## src/rtl/core/putm_pkg.sv

```systemverilog
// ----------------------------------------------------------------------------
// putm_pkg
// Types, constants and an index helper for the packed triangular multiplier.
// ----------------------------------------------------------------------------
package putm_pkg;

  localparam int MATRIX_SIZE  = 8;
  localparam int PACKED_COUNT = (MATRIX_SIZE * (MATRIX_SIZE + 1)) / 2;

  localparam int ROW_W   = 3;   // row / column field width
  localparam int IDX_W   = 6;   // packed element index width
  localparam int ELEM_W  = 16;  // stored element width
  localparam int PROD_W  = 2 * ELEM_W;
  localparam int SUM_W   = 35;  // product element width
  localparam int CMD_W   = 2;

  localparam int IN_DATA_W  = 24;  // index + value, padded to bytes
  localparam int OUT_DATA_W = 48;  // row + column + value, padded to bytes
  localparam int OUT_PAD_W  = OUT_DATA_W - SUM_W - 2 * ROW_W;

  localparam logic [ROW_W-1:0] LAST_ROW = ROW_W'(MATRIX_SIZE - 1);

  typedef enum logic [CMD_W-1:0] {
    CMD_LOAD_A  = 2'd0,
    CMD_LOAD_B  = 2'd1,
    CMD_COMPUTE = 2'd2
  } cmd_t;

  // One multiply step issued by the sequencer.
  typedef struct packed {
    logic             valid;
    logic             first;   // first term of a product element
    logic             lastk;   // final term of a product element
    logic             zero;    // below the diagonal, force zero
    logic             final_e; // last element of the run
    logic [ROW_W-1:0] row;
    logic [ROW_W-1:0] col;
    logic [IDX_W-1:0] a_addr;
    logic [IDX_W-1:0] b_addr;
  } step_t;

  // Packed index of the first stored element of row r.
  function automatic logic [IDX_W-1:0] row_base(input logic [ROW_W-1:0] r);
    int rb;
    rb = (int'(r) * (2 * MATRIX_SIZE + 1 - int'(r))) >>> 1;
    return IDX_W'(rb);
  endfunction

endpackage

```

## src/rtl/core/putm_seq.sv

```systemverilog
// ----------------------------------------------------------------------------
// putm_seq
// Walk (i, j, k) over the product and issue one store read pair per step.
// ----------------------------------------------------------------------------
module putm_seq import putm_pkg::*; (
  input  logic  clk,
  input  logic  rst_n,
  input  logic  start,   // compute transfer accepted
  input  logic  admit,   // datapath can take a new product element
  output logic  idle,
  output step_t step
);

  typedef enum logic [1:0] {
    SEQ_IDLE = 2'b01,
    SEQ_RUN  = 2'b10
  } seq_state_t;

  seq_state_t       state_r, state_nxt;
  logic [ROW_W-1:0] i_r, i_nxt;
  logic [ROW_W-1:0] j_r, j_nxt;
  logic [ROW_W-1:0] k_r, k_nxt;
  logic [ROW_W-1:0] a_off, b_off;
  logic             below, elem_start, elem_end, go;

  assign below      = (i_r > j_r);
  assign elem_start = below || (k_r == i_r);
  assign elem_end   = below || (k_r == j_r);
  assign go         = (state_r == SEQ_RUN) && (!elem_start || admit);
  assign idle       = (state_r == SEQ_IDLE);

  assign a_off = k_r - i_r;
  assign b_off = j_r - k_r;

  always_comb begin
    step         = '0;
    step.valid   = go;
    step.first   = elem_start;
    step.lastk   = elem_end;
    step.zero    = below;
    step.final_e = (i_r == LAST_ROW) && (j_r == LAST_ROW);
    step.row     = i_r;
    step.col     = j_r;
    if (!below) begin
      step.a_addr = row_base(i_r) + {{(IDX_W-ROW_W){1'b0}}, a_off};
      step.b_addr = row_base(k_r) + {{(IDX_W-ROW_W){1'b0}}, b_off};
    end
  end

  always_comb begin
    state_nxt = state_r;
    i_nxt     = i_r;
    j_nxt     = j_r;
    k_nxt     = k_r;
    unique case (state_r)
      SEQ_IDLE: begin
        if (start) begin
          state_nxt = SEQ_RUN;
          i_nxt     = '0;
          j_nxt     = '0;
          k_nxt     = '0;
        end
      end
      SEQ_RUN: begin
        if (go) begin
          if (!elem_end) begin
            k_nxt = k_r + 1'b1;
          end else if (j_r != LAST_ROW) begin
            j_nxt = j_r + 1'b1;
            k_nxt = i_r;
          end else if (i_r != LAST_ROW) begin
            i_nxt = i_r + 1'b1;
            j_nxt = '0;
            k_nxt = i_r + 1'b1;
          end else begin
            state_nxt = SEQ_IDLE;
          end
        end
      end
      default: state_nxt = SEQ_IDLE;
    endcase
  end

  always_ff @(posedge clk) begin
    if (!rst_n) begin
      state_r <= SEQ_IDLE;
      i_r     <= '0;
      j_r     <= '0;
      k_r     <= '0;
    end else begin
      state_r <= state_nxt;
      i_r     <= i_nxt;
      j_r     <= j_nxt;
      k_r     <= k_nxt;
    end
  end

endmodule

```

## src/rtl/core/packed_upper_triangular_matmul.sv

```systemverilog
// ----------------------------------------------------------------------------
// packed_upper_triangular_matmul
// Product of two packed upper triangular matrices held in on-chip stores.
// ----------------------------------------------------------------------------
// Usage:
//   Input stream (in_*): tuser carries the command. Load A / load B write
//   one packed element (index in tdata[5:0], value in tdata[21:6]);
//   loads with an index past the packed range and the unused command are
//   dropped. A compute transfer starts a product run.
//   Output stream (out_*): one transfer per element of C in row-major
//   order (row, column, 35-bit signed value); tlast marks element (7,7).
//   Each store has a single read port, so the terms of an element are read
//   one per cycle; the read/multiply/accumulate pipeline is drained between
//   elements, so a new element is not started before the last one's result
//   has reached the output register and that register is free.
//   in_tready is low while a run is being issued; loads are taken again
//   as soon as the last element has been issued.
//   Reset clears control state only; the stores hold garbage until loaded.
//   A stall on out_tready holds the result and freezes the issue of the
//   next element; no result is lost.
// ----------------------------------------------------------------------------
module packed_upper_triangular_matmul import putm_pkg::*; (
  input  logic                  clk,
  input  logic                  rst_n,
  // input channel
  input  logic                  in_tvalid,
  output logic                  in_tready,
  input  logic [IN_DATA_W-1:0]  in_tdata,   // [5:0] element_index, [21:6] element_value
  input  logic [CMD_W-1:0]      in_tuser,   // [1:0] command
  // result channel
  output logic                  out_tvalid,
  input  logic                  out_tready,
  output logic [OUT_DATA_W-1:0] out_tdata,  // [2:0] row, [5:3] column, [40:6] product_value
  output logic                  out_tlast   // last
);

  // Input decode
  logic                     in_xfer;
  logic [IDX_W-1:0]         in_idx;
  logic [ELEM_W-1:0]        in_val;
  logic                     idx_ok;
  cmd_t                     in_cmd;

  assign in_xfer = in_tvalid && in_tready;
  assign in_idx  = in_tdata[IDX_W-1:0];
  assign in_val  = in_tdata[IDX_W +: ELEM_W];
  assign in_cmd  = cmd_t'(in_tuser);
  assign idx_ok  = (in_idx < IDX_W'(PACKED_COUNT));

  // Sequencer
  logic  seq_idle, seq_start, admit;
  step_t step;

  assign seq_start = in_xfer && (in_cmd == CMD_COMPUTE);
  assign in_tready = seq_idle;

  putm_seq u_seq (
    .clk   (clk),
    .rst_n (rst_n),
    .start (seq_start),
    .admit (admit),
    .idle  (seq_idle),
    .step  (step)
  );

  // Element stores: one write port from the input channel, one read port
  // each driven by the sequencer.
  logic [ELEM_W-1:0]        mem_a_r [PACKED_COUNT];
  logic [ELEM_W-1:0]        mem_b_r [PACKED_COUNT];
  logic signed [ELEM_W-1:0] a_rd_r, b_rd_r;

  always_ff @(posedge clk) begin
    if (in_xfer && idx_ok && (in_cmd == CMD_LOAD_A)) begin
      mem_a_r[in_idx] <= in_val;
    end
    a_rd_r <= mem_a_r[step.a_addr];
  end

  always_ff @(posedge clk) begin
    if (in_xfer && idx_ok && (in_cmd == CMD_LOAD_B)) begin
      mem_b_r[in_idx] <= in_val;
    end
    b_rd_r <= mem_b_r[step.b_addr];
  end

  // Pipeline: s1 = read data valid, s2 = product valid, then accumulate.
  step_t                    s1_r, s2_r;
  logic signed [PROD_W-1:0] prod_r;
  logic signed [SUM_W-1:0]  acc_r, sum_c;

  always_ff @(posedge clk) begin
    if (!rst_n) begin
      s1_r <= '0;
      s2_r <= '0;
    end else begin
      s1_r <= step;
      s2_r <= s1_r;
    end
  end

  // Force zero below the diagonal; the read data is don't-care there.
  always_ff @(posedge clk) begin
    if (s1_r.zero) begin
      prod_r <= '0;
    end else begin
      prod_r <= a_rd_r * b_rd_r;
    end
  end

  assign sum_c = (s2_r.first ? SUM_W'(0) : acc_r) + SUM_W'(prod_r);

  always_ff @(posedge clk) begin
    if (s2_r.valid) begin
      acc_r <= sum_c;
    end
  end

  // Output register
  logic                    out_valid_r;
  logic [ROW_W-1:0]        out_row_r, out_col_r;
  logic signed [SUM_W-1:0] out_val_r;
  logic                    out_last_r;
  logic                    out_load;

  assign out_load = s2_r.valid && s2_r.lastk;

  always_ff @(posedge clk) begin
    if (!rst_n) begin
      out_valid_r <= 1'b0;
    end else if (out_load) begin
      out_valid_r <= 1'b1;
    end else if (out_tready) begin
      out_valid_r <= 1'b0;
    end
  end

  always_ff @(posedge clk) begin
    if (out_load) begin
      out_row_r  <= s2_r.row;
      out_col_r  <= s2_r.col;
      out_val_r  <= sum_c;
      out_last_r <= s2_r.final_e;
    end
  end

  // Start a new element only on an empty pipeline and a free output slot,
  // so its result can never collide with one still waiting.
  assign admit = !s1_r.valid && !s2_r.valid && (!out_valid_r || out_tready);

  assign out_tvalid = out_valid_r;
  assign out_tdata  = {{OUT_PAD_W{1'b0}}, out_val_r, out_col_r, out_row_r};
  assign out_tlast  = out_last_r;

endmodule

```

## config.mk

```make
export PLATFORM = sky130hd
export DESIGN_NAME = packed_upper_triangular_matmul
export DESIGN_NICKNAME = d
export VERILOG_FILES = /design/src/rtl/core/putm_pkg.sv /design/src/rtl/core/putm_seq.sv /design/src/rtl/core/packed_upper_triangular_matmul.sv
export SDC_FILE = /design/constraint.sdc
export NUM_CORES = 2
export LEC_CHECK = 0
export BUFFER_PORTS_ARGS = -buffer_cell sky130_fd_sc_hd__clkbuf_2
export CAP_MARGIN = 20
export CORE_ASPECT_RATIO = 0.8
export CORE_MARGIN = 10
export CORE_UTILIZATION = 45
export CTS_CLUSTER_SIZE = 28
export DETAILED_ROUTE_END_ITERATION = 8
export MAX_ROUTING_LAYER = met4
export PLACE_DENSITY = 0.68
export SLEW_MARGIN = 40
export SYNTH_ARGS = -nofsm -noshare
export SYNTH_HDL_FRONTEND = slang
export SYNTH_HIERARCHICAL = 1
export SYNTH_SLANG_ARGS = --single-unit
```

## constraint.sdc

```tcl
create_clock -name clk -period 8.4 [get_ports clk]
set_clock_uncertainty 0.05 [all_clocks]
set_input_delay 0 -clock clk [delete_from_list [all_inputs] [get_ports clk]]
set_output_delay 0 -clock clk [all_outputs]
set_load 0.02 [all_outputs]
```

==> flow_metrics.py <==
metrics = {
    "clock_network": {
        "cts_resized": 0,
        "postCtsSetupRepairBufs": 0,
        "htree_levels": 3,
        "root_buffer": "clkbuf_16",
        "cts-buffers-inserted": 117,
        "cts_tree": "built",
        "cts.path.max_buffers": 3,
        "path_clk_slew_ns": 0.07,
        "clock-sinks": 1326,
        "clock_latency_ns": 0.75,
        "ctsHoldBuffers": 27,
    },
    "power": {
        "power_density_nw_per_um2": 189,
        "peakVddDrop_mv": 0.182,
        "p_leak_uw": 0.0241,
    },
    "cells_and_area": {
        "final_common_cell": "edfxtp_1",
        "drive_gt1_share_pct": 19.1,
        "fin_nets": 4291,
        "area_growth_syn_to_layout_pct": 11.5,
        "layout_common_cells": "edfxtp_1 (1229), mux4_2 (352), inv_1 (335), fa_1 (269), nand2_1 (195)",
    },
    "sta": {
        "slew_headroom_pct": 45.0,
        "tns_ns": 0,
        "worstMarginPinSlew_ns": 0.826,
        "final-setup-viol-count": 0,
        "post-route-min-period_ns": 6.64,
        "max_freq_mhz": 151,
        "finalHoldViolCount": 0,
        "final_max_slew_viol_count": 0,
        "rsz0062_at_grt": "no",
        "fin_crit_sh_pct": 79.0,
        "fin_hold_ws_ns": 0.130,
    },
    "critical_path": {
        "cp-end-kind": "flop",
        "cp-start-kind": "flop",
        "worstSetupPathType": "flop to flop",
        "cp.arrival_ns": 7.16,
        "cp_max_fo": 16,
        "cp_data_required_time_ns": 8.92,
    },
    "drt": {
        "routed_wl_um": 133000,
        "drc": 0,
        "wire_per_inst_um": 23.0,
        "viasPerCell": 5.44,
        "drt_iter0_markers": 3043,
        "first_pass_iters": 5,
        "ant_nets": 0,
        "vias": 31400,
    },
    "die": {
        "core_um2": 137000,
        "num_rows": 121,
        "dieArea_um2": 154000,
        "start_util_pct": 45.5,
        "dieWidth_um": 436,
        "ios": 81,
        "die_height_um": 353,
    },
    "global_route": {
        "use_met1_pct": 25.3,
        "grt_util_met3_pct": 4.10,
        "use_met2_pct": 26.2,
        "grt_pass1_vias": 32600,
        "antenna_found_initial": 11,
        "grt_busiest_layer": "met2",
        "grt_first_pass_wirelength_um": 204000,
        "track_usage_pct": 17.7,
        "overflow": 0,
        "grt_max_degree": 83,
    },
    "synthesis": {
        "avgSynthCellArea_um2": 17.2,
        "netlist-cell-type-count": 78,
        "syn_inst": 3629,
        "async_reset_ff_share_pct": 0,
        "synth_area_um2": 62200,
        "synth_top_cell_area_share_pct": 59.3,
        "synth.yosys.seq_area_share_pct": 62.4,
        "synth_edf_count": 1229,
        "ys.flop_type": "edfxtp_1",
        "ys_ff_latch": 1326,
        "yosysWarnings": 6,
        "synth_area_leaders": "edfxtp_1 (59%), mux4_2 (13%), fa_1 (8.7%)",
        "synth_area_leader_cell": "edfxtp_1",
    },
    "placed_design": {
        "hpwl_um": 82500,
        "gp_congestion": 0.830,
        "port_buffers": 71,
    },
    "worst_hold_path": {
        "hold_path.class": "primary input to flop",
    },
    "outcome": {
        "status": "finished clean",
    },
    "job": {
        "maxCapViolations": 0,
    },
}
cell families after synthesis:
group,synth area share [%]
flops,62.4
simple gates,5.16
buf+inv,3.04
fa+ha+maj,12.1
mux,13.3
compound gates,2.73
xor+xnor,1.22
other cells,0.00602
worst paths after layout:
check,start,endpoint,slack (ns),cells past startpoint
hold / removal,in_tdata[1],mem_a_r[10][4],0.13,3
hold reg to reg,s2_r[15],out_row_r[0],0.35,0
setup reg to reg,b_rd_r[1],prod_r[27],1.76,19
setup / recovery,b_rd_r[1],prod_r[27],1.76,19
sequential cells by signal (all words and copies together) (netlist names), 10 cells and up:
name       flops
out_val_r     35
s2_r          10
prod_r        32
a_rd_r        16
b_rd_r        16
mem_a_r      576
s1_r          11
acc_r         35
mem_b_r      576
cells in the mapped netlist (3+ instances only):
master / count
mux4_2: 352
nor3_1: 12
xor2_1: 22
a21oi_1: 47
and2_1: 156
buf_4: 11
a221o_1: 3
buf_1: 21
mux2i_1: 34
clkbuf_1: 104
nand2b_1: 15
o22ai_1: 9
inv_1: 335
and4_1: 4
o21a_1: 11
nor2b_1: 53
nor3b_1: 3
a211oi_1: 9
nand3b_1: 4
or3_1: 6
a21o_1: 36
a31oi_1: 7
o21ai_0: 19
dfxtp_1: 97
nand4_1: 7
edfxtp_1: 1229
nor2_1: 153
a311oi_1: 3
nand3_1: 17
o21bai_1: 11
and3_1: 10
buf_2: 15
ha_1: 173
xnor2_1: 65
nand2_1: 195
or2_2: 5
o31ai_1: 7
o2111ai_1: 4
o21ai_1: 43
fa_1: 269
metal layers:
metal	wire, um	vias to the layer above
met5	0	-
met4	2570	0
met3	11400	182
met2	59900	1138
met1	58800	16200
li1	-	13900
stage by stage:
step                      instance area, um^2  std cells  total power, uW  setup WS [ns]  util [%]
after CTS                               69400       5762            13200           1.79      50.8
after global placement                  65300       5514             7970           1.89      47.8
after floorplan                         62300       3635             7790           2.40         -
final                                   69400       5770            13100           1.76      50.8
after global routing                    69400       5769            13600           1.19      50.8
after detailed placement                65400       5517             7990           1.85      47.8
power breakdown:
group	internal (uW)	switching, uW	total [uW]	leakage, uW
sequential	7270	12.5	7280	0.0119
combinational	208	369	577	0.0104
clock	2880	2400	5280	0.00182
worst max-delay path, cell delays in order (launching register included):
cell,delay (ns)
dfxtp_1,0.73
nand2_1,0.20
inv_1,0.17
fa_1,0.55
fa_1,0.56
fa_1,0.44
fa_1,0.51
fa_1,0.49
inv_1,0.05
fa_1,0.47
inv_1,0.04
ha_1,0.36
a21o_1,0.21
a21o_1,0.17
a21oi_1,0.32
o21ai_0,0.17
a311oi_1,0.58
o31ai_1,0.17
xnor2_1,0.16
nor2_1,0.05
layout make-up:
cell class	instances	area (um^2)
Sequential cell	1326	38800
Antenna cell	7	17.5
Fill cell	11000	67300
Inverter	336	1260
Clock inverter	66	671
Clock buffer	152	3080
Timing Repair Buffer	216	1610
Multi-Input combinational cell	1822	21600
Tap cell	1845	2310
No activity file was read; power rests on OpenSTA's default activity.
